==> src/rtl/ffa_pkg.sv <==
// Shared types and constants of the first-fit allocator.
// Used by ffa_ctrl, ffa_dp and the top level; depends on nothing.
`default_nettype none

package ffa_pkg;

    localparam int ADDR_W = 20;
    localparam int LEN_W  = 21;
    localparam int KIND_W = 2;
    localparam int STAT_W = 3;

    localparam logic [LEN_W-1:0] POOL_BYTES = LEN_W'(1048576);

    localparam int DEF_FREE_ENTRIES = 64;
    localparam int DEF_USED_ENTRIES = 64;

    localparam logic [KIND_W-1:0] KIND_ALLOC   = 2'd0;
    localparam logic [KIND_W-1:0] KIND_FREE    = 2'd1;
    localparam logic [KIND_W-1:0] KIND_REALLOC = 2'd2;

    localparam logic [STAT_W-1:0] ST_OK      = 3'd0;
    localparam logic [STAT_W-1:0] ST_NOFIT   = 3'd1;
    localparam logic [STAT_W-1:0] ST_BADADDR = 3'd2;
    localparam logic [STAT_W-1:0] ST_ZERO    = 3'd3;
    localparam logic [STAT_W-1:0] ST_FULL    = 3'd4;

    typedef struct packed {
        logic [LEN_W-1:0]  len;
        logic [ADDR_W-1:0] start;
    } entry_t;

    typedef enum logic [3:0] {
        OP_NOP,
        OP_INIT,
        OP_LOAD,
        OP_SCAN_U,
        OP_SCAN_F,
        OP_SCAN_N,
        OP_WR_FA,
        OP_WR_UI,
        OP_WR_UR,
        OP_WR_FM,
        OP_WR_FN,
        OP_RESULT
    } op_t;

    typedef struct packed {
        op_t              op;
        logic [STAT_W-1:0] code;
    } cmd_t;

    typedef struct packed {
        logic [KIND_W-1:0] kind;
        logic              size_zero;
        logic              used_full;
        logic              free_full;
        logic              scan_done;
        logic              u_found;
        logic              f_found;
        logic              merge_p;
        logic              merge_n;
        logic              out_busy;
    } sts_t;

endpackage

`default_nettype wire

==> src/rtl/ffa_ctrl.sv <==
// Request sequencer of the first-fit allocator: scans, checks and commit steps.
// Depends on ffa_pkg; drives ffa_dp through cmd_t and reads sts_t.
`default_nettype none

module ffa_ctrl (
    input  wire logic          clk,
    input  wire logic          rst_n,
    input  wire logic          in_valid,
    output logic               in_ready,
    input  wire ffa_pkg::sts_t sts,
    output ffa_pkg::cmd_t      cmd
);

    import ffa_pkg::*;

    typedef enum logic [11:0] {
        S_INIT   = 12'b0000_0000_0001,
        S_IDLE   = 12'b0000_0000_0010,
        S_CHECK  = 12'b0000_0000_0100,
        S_SCAN_U = 12'b0000_0000_1000,
        S_SCAN_F = 12'b0000_0001_0000,
        S_SCAN_N = 12'b0000_0010_0000,
        S_WR_FA  = 12'b0000_0100_0000,
        S_WR_UI  = 12'b0000_1000_0000,
        S_WR_UR  = 12'b0001_0000_0000,
        S_WR_FM  = 12'b0010_0000_0000,
        S_WR_FN  = 12'b0100_0000_0000,
        S_RES    = 12'b1000_0000_0000
    } state_t;

    state_t            state_reg, state_next;
    logic [STAT_W-1:0] code_reg, code_next;

    always_ff @(posedge clk or negedge rst_n)
    begin
        if (!rst_n)
        begin
            state_reg <= S_INIT;
            code_reg  <= ST_OK;
        end
        else
        begin
            state_reg <= state_next;
            code_reg  <= code_next;
        end
    end

    always_comb
    begin
        state_next = state_reg;
        code_next  = code_reg;
        in_ready   = 1'b0;
        cmd.op     = OP_NOP;
        cmd.code   = code_reg;
        unique case (state_reg)
            S_INIT:
            begin
                cmd.op     = OP_INIT;
                state_next = S_IDLE;
            end
            S_IDLE:
            begin
                in_ready = 1'b1;
                if (in_valid)
                begin
                    cmd.op     = OP_LOAD;
                    state_next = S_CHECK;
                end
            end
            S_CHECK:
            begin
                state_next = S_RES;
                code_next  = ST_OK;
                unique case (sts.kind)
                    KIND_ALLOC:
                    begin
                        if (sts.size_zero)
                        begin
                            code_next = ST_ZERO;
                        end
                        else if (sts.used_full)
                        begin
                            code_next = ST_FULL;
                        end
                        else
                        begin
                            state_next = S_SCAN_U;
                        end
                    end
                    KIND_FREE, KIND_REALLOC:
                    begin
                        state_next = S_SCAN_U;
                    end
                    default:
                    begin
                        state_next = S_RES;
                    end
                endcase
            end
            S_SCAN_U:
            begin
                cmd.op = OP_SCAN_U;
                if (sts.scan_done)
                begin
                    state_next = S_RES;
                    if (sts.kind == KIND_ALLOC)
                    begin
                        state_next = S_SCAN_F;
                    end
                    else if (!sts.u_found)
                    begin
                        code_next = ST_BADADDR;
                    end
                    else if (sts.kind == KIND_FREE)
                    begin
                        state_next = S_SCAN_N;
                    end
                    else if (sts.size_zero)
                    begin
                        code_next = ST_ZERO;
                    end
                    else if (sts.used_full)
                    begin
                        code_next = ST_FULL;
                    end
                    else
                    begin
                        state_next = S_SCAN_F;
                    end
                end
            end
            S_SCAN_F:
            begin
                cmd.op = OP_SCAN_F;
                if (sts.scan_done)
                begin
                    if (!sts.f_found)
                    begin
                        code_next  = ST_NOFIT;
                        state_next = S_RES;
                    end
                    else if (sts.kind == KIND_ALLOC)
                    begin
                        state_next = S_WR_FA;
                    end
                    else
                    begin
                        state_next = S_SCAN_N;
                    end
                end
            end
            S_SCAN_N:
            begin
                cmd.op = OP_SCAN_N;
                if (sts.scan_done)
                begin
                    if (!sts.merge_p && !sts.merge_n && sts.free_full)
                    begin
                        code_next  = ST_FULL;
                        state_next = S_RES;
                    end
                    else if (sts.kind == KIND_REALLOC)
                    begin
                        state_next = S_WR_FA;
                    end
                    else
                    begin
                        state_next = S_WR_UR;
                    end
                end
            end
            S_WR_FA:
            begin
                cmd.op     = OP_WR_FA;
                state_next = S_WR_UI;
            end
            S_WR_UI:
            begin
                cmd.op = OP_WR_UI;
                if (sts.kind == KIND_REALLOC)
                begin
                    state_next = S_WR_UR;
                end
                else
                begin
                    code_next  = ST_OK;
                    state_next = S_RES;
                end
            end
            S_WR_UR:
            begin
                cmd.op     = OP_WR_UR;
                state_next = S_WR_FM;
            end
            S_WR_FM:
            begin
                cmd.op = OP_WR_FM;
                if (sts.merge_p && sts.merge_n)
                begin
                    state_next = S_WR_FN;
                end
                else
                begin
                    code_next  = ST_OK;
                    state_next = S_RES;
                end
            end
            S_WR_FN:
            begin
                cmd.op     = OP_WR_FN;
                code_next  = ST_OK;
                state_next = S_RES;
            end
            S_RES:
            begin
                if (!sts.out_busy)
                begin
                    cmd.op     = OP_RESULT;
                    state_next = S_IDLE;
                end
            end
            default:
            begin
                state_next = S_INIT;
            end
        endcase
    end

endmodule

`default_nettype wire

==> config.mk <==
export PLATFORM = sky130hd
export DESIGN_NAME = ffa_ctrl
export DESIGN_NICKNAME = d
export VERILOG_FILES = /design/src/rtl/ffa_pkg.sv /design/src/rtl/ffa_ctrl.sv
export SDC_FILE = /design/constraint.sdc
export NUM_CORES = 1
export LEC_CHECK = 0
export ABC_CLOCK_PERIOD_IN_PS = 3940
export BUFFER_PORTS_ARGS = -buffer_cell sky130_fd_sc_hd__buf_2
export CORE_MARGIN = 5
export CORE_UTILIZATION = 55
export DETAILED_ROUTE_END_ITERATION = 16
export PLACE_DENSITY = 0.85
export SLEW_MARGIN = 20
export SYNTH_ARGS = -nofsm -noshare
export SYNTH_HDL_FRONTEND = slang
export SYNTH_SLANG_ARGS = --single-unit
export TNS_END_PERCENT = 100
==> constraint.sdc <==
create_clock -name clk -period 3.94 [get_ports clk]
set_input_delay 0.788 -clock clk [delete_from_list [all_inputs] [get_ports clk]]
set_output_delay 0.788 -clock clk [all_outputs]
set_load 0.01 [all_outputs]
# --- After elaboration in Yosys (flattened, before gate mapping) ---
# Index checks and enable logic that the tools add are counted.
classes:
  eq_ne: 26
  muxes: 40
  reduce_logical: 10
ops:
  columns: ["op", "count"]
  rows:
  - ["12-bit two-way mux", 16]
  - ["12-bit one-hot mux with 12 select lines", 1]
  - ["3-bit two-way mux", 15]
  - ["4-bit one-hot mux with 11 select lines", 1]
  - ["12-bit one-hot mux with 2 select lines", 1]
  - ["3-bit one-hot mux with 7 select lines", 1]
  - ["2-bit != test (second input constant)", 10]
  - ["12-bit by 1-bit == test with 1-bit output (second input constant)", 1]
  - ["12-bit by 10-bit == test with 1-bit output (second input constant)", 1]
  - ["12-bit by 11-bit == test with 1-bit output (second input constant)", 1]
  - ["12-bit == test (second input constant)", 1]
  - ["12-bit by 2-bit == test with 1-bit output (second input constant)", 1]
  - ["12-bit by 3-bit == test with 1-bit output (second input constant)", 1]
  - ["12-bit by 4-bit == test with 1-bit output (second input constant)", 1]
  - ["12-bit by 5-bit == test with 1-bit output (second input constant)", 1]
  - ["12-bit by 6-bit == test with 1-bit output (second input constant)", 1]
  - ["12-bit by 7-bit == test with 1-bit output (second input constant)", 1]
  - ["12-bit by 8-bit == test with 1-bit output (second input constant)", 1]
  - ["12-bit by 9-bit == test with 1-bit output (second input constant)", 1]
  - ["11-bit AND reduction", 1]
  - ["9-bit two-way mux", 1]
  - ["7-bit two-way mux", 1]
  - ["7-bit nonzero test", 1]
  - ["5-bit AND reduction", 1]
  - ["11 further kinds", 14]
word_totals:
  reg_bits: 15
  word_cells: 78

# --- Logic depth before layout (Yosys ltp) ---
depth:
  depth_word: 7
  ltp_mapped: 9

# --- Worst setup path before layout ---
# Ideal clock, no wire load.
synth_timing:
  kind: "reg2out"
  start: "register state_reg[10]"
  end: "output cmd[3] in the netlist's numbering"
  t_arrival_ps: 1852
  required_time_ps: 3152
  path_slack_ps: 1300
  path_stages_with_launch: 6
  n_path_buf: 1
  path_cell_list: "dfrtp_1 > clkbuf_1 > nor4_1 > nand2_1 > or4_1 > o221ai_1"
synth_lines:
  columns: ["element", "line_no", "source"]
  rows:
  - ["start: declaration", "ffa_ctrl.sv:31", "state_t state_reg, state_next;"]
  - ["start signal: assignment", "ffa_ctrl.sv:43", "state_reg <= state_next;"]
  - ["end: declaration", "ffa_ctrl.sv:11", "output ffa_pkg::cmd_t cmd"]

==> flow_summary.json <==
{
  "pwr-share-seq_pct": 38.2,
  "h-tree-depth": 1,
  "synth_edf_count": 0,
  "multi_input_area_sq_um": 955.9,
  "nNetsFinal": 210,
  "post_cts_buffers": 0,
  "cpMaxStageDelayCell": "nor4_1",
  "clk_path_buf_depth": 2,
  "fin_tns_setup_ns": 0,
  "required_ns": 3.15,
  "wire_per_inst_um": 17.09,
  "viasPerCell": 6.842,
  "async_reset_ff_share_pct": 100.0,
  "path_max_fanout": 11,
  "post_cts_resized": 0,
  "hold_viol": 0,
  "switching_share_pct": 40.83,
  "clk_latency_ns": 0.27,
  "antenna_left": 0,
  "syn-num-nets": 197,
  "tritoncts": "built",
  "gp_congestion": 1.013,
  "synthFlopType": "dfrtp_1",
  "first_pass_iters": 6,
  "rsz0062_at_grt": "false",
  "largest_reg_flops": 12,
  "leakage_uw": 0.0006522,
  "core_sq_um": 2477,
  "hpwl_um": 2951,
  "fillers": 225,
  "grt_overflow": 0,
  "met2_usage_pct": 35.11,
  "drc": 0,
  "cts-root-buf": "clkbuf_4",
  "criticalPathCategory": "reg -> out",
  "cts_num_sinks": 15,
  "cts_buffers": 3,
  "die_w_um": 60.97,
  "drt_wl_total_um": 3776,
  "io_pins": 22,
  "skew_ns": 0.001112,
  "die_h_um": 60.97,
  "dp_cells": 217,
  "use_met3_pct": 3.830,
  "busiest_layer": "met2",
  "grt_pass1_vias": 1369,
  "ys_ff_latch": 15,
  "outcome": "completed",
  "synth.distinct_cells": 52,
  "hold_buffers": 0,
  "diodes": 0,
  "grt_use_met1_pct": 30.31,
  "grt_max_degree": 16,
  "drive_gt1_share_pct": 19.37,
  "synth_cells": 179,
  "synth_top_area_cell": "dfrtp_1",
  "rows": 18,
  "dr_total_vias": 1512,
  "clkTransAtPathRegs_ns": 0.08,
  "max_freq_mhz": 305.4,
  "synth_area_leaders": "dfrtp_1, nor2_1, xnor2_1",
  "die-area_sq_um": 3717,
  "drv_slew": 0,
  "crit_arrival_ns": 2.49,
  "cap_violations": 0,
  "critPathLaunchType": "register",
  "comb_power_share_pct": 46.9,
  "switchingPower_uw": 231.0,
  "hold_path_class": "in -> async",
  "period_needed_ns": 3.274,
  "ys_warn_count": 0,
  "grt_first_pass_wirelength_um": 6154,
  "finalSetupViolations": 0,
  "initial_core_util_pct": 57.68,
  "ir_drop_mv": 0.2959,
  "synthToLayoutAreaGrowth_pct": 7.706,
  "synth_top_area_share_pct": 24.52,
  "seq_area_sq_um": 376.6,
  "drt_iter0_drc": 155,
  "synthesis.area_sq_um": 1429,
  "antenna_found_initial": 0,
  "ys_seq_area_share_pct": 26.36,
  "worst_path_largest_cell_delay_ns": 0.76,
  "clkPwrFrac_pct": 15.0,
  "fin_crit_sh_pct": 83.11,
  "p_per_area_nw_per_um2": 367.6,
  "p_int_uw": 334.8,
  "grt_usage_pct": 21.93,
  "end_kind": "output port",
  "io_buffer_count": 21,
  "final_cells": 221,
  "tightest_slew_ns": 0.8126,
  "relSlewSlack_pct": 45.33,
  "synth_area_per_cell_sq_um": 7.983,
  "cp_cell_sequence": "nor4_1, nand2_1, or4_1, o221ai_1, buf_2"
}
-- layout make-up --
class	count	share of cell area (%)
inverter	8	1.951
clock buffer	4	1.707
sequential	15	24.47
multi-input combinational	142	62.11
timing repair buffer	22	7.317
tap	30	2.439
-- power groups by stage --
| stage | clock, uW | sequential, uW | combinational [uW] |
|---|---|---|---|
| global route | 93.3 | 221 | 289 |
| global placement | 0 | 216 | 258 |
| finish | 84.8 | 216 | 265 |
| CTS | 86.3 | 215 | 261 |
| floorplan | 0 | 202 | 212 |
| detailed placement | 0 | 218 | 260 |
-- critical path: cells and delay by family, from the launching register on --
kind / cells / cell delay [ns]
AND/OR/NAND/NOR: 3 / 1.48
flip-flops: 1 / 0.49
buffers and inverters: 1 / 0.16
AO/OA/AOI/OAI: 1 / 0.08
-- synthesized netlist by cell type (all sizes together) (2+ instances only) --
master,n
or2,3
nor3b,3
inv,8
nor4b,5
o31ai,3
o211ai,2
nor2,15
o221ai,2
nand2,12
nand3,7
o21ai,10
nand4b,2
nor3,5
nand2b,4
nor4,6
a21oi,10
a211oi,4
buf,5
nor2b,2
and3,3
a32oi,2
ha,4
dfrtp,14
mux2,3
o32ai,3
clkbuf,9
a31oi,2
xnor2,6
nand3b,3
or4,6
xor2,2
-- layer usage --
layer / share of wire (%) / up-vias
met5: 0 / -
met4: 1.8 / 0
met3: 11 / 14
met2: 46 / 102
met1: 41 / 697
li1: - / 699
-- kinds of logic (layout without fill, tap and decap cells) --
kind of cell | count (synthesis) | in the layout | synth area share [%]
simple gates | 79 | 79 | 32.84
compound gates | 48 | 48 | 23.29
buf+inv | 22 | 34 | 6.742
flops | 15 | 15 | 26.36
xor+xnor | 8 | 8 | 4.904
fa+ha+maj | 4 | 4 | 3.503
mux | 3 | 3 | 2.364
-- stage by stage --
step	utilization [%]	worst slack [ns]	hold WS [ns]	power [uW]	instance area [sq um]
6_report	62.12	0.6656	0.4034	565.8	1539
5_1_grt	62.12	0.5201	0.4219	602.5	1539
4_1_cts	62.12	0.7662	0.4097	562.0	1539
3_5_place_dp	61.06	1.069	0.4915	478.3	1513
3_3_place_gp	61.06	1.110	0.4867	474.2	1513
2_1_floorplan	-	1.300	0.4924	414.1	1429
-- cells in the final DEF (no fill, tap or decap), types with 3 or more instances in the layout --
| master | instances |
|---|---|
| nor2_1 | 15 |
| ha_1 | 4 |
| o21ai_0 | 8 |
| nor4_2 | 3 |
| nor4_1 | 3 |
| xnor2_1 | 6 |
| inv_1 | 8 |
| mux2_2 | 3 |
| or4_1 | 6 |
| nand3b_1 | 3 |
| and3_1 | 3 |
| nor3_1 | 5 |
| nor3b_1 | 3 |
| dfrtp_1 | 14 |
| o32ai_1 | 3 |
| a21oi_1 | 10 |
| buf_2 | 21 |
| nand2_1 | 12 |
| clkbuf_4 | 3 |
| nand2b_1 | 4 |
| nand3_1 | 7 |
| nor4b_1 | 5 |
| a211oi_1 | 3 |
| o31ai_1 | 3 |
-- path summary, 6_finish.rpt --
kind                                        endpoint                       from  slack [ns]  cells past startpoint
setup reg to reg             code_reg[0]$_DFFE_PN0P_  state_reg[10]$_DFFE_PN0P_        1.37                      6
min in group clk             code_reg[1]$_DFFE_PN0P_    code_reg[1]$_DFFE_PN0P_        0.51                      1
max in group asynchronous   state_reg[0]$_DFFE_PN1P_                      rst_n        3.24                      1
hold / removal             state_reg[11]$_DFFE_PN0P_                      rst_n        0.40                      1
setup / recovery                              cmd[3]  state_reg[10]$_DFFE_PN0P_        0.67                      5
hold reg to reg              code_reg[1]$_DFFE_PN0P_    code_reg[1]$_DFFE_PN0P_        0.51                      1
Note: power is estimated with default switching activity, not from simulation.
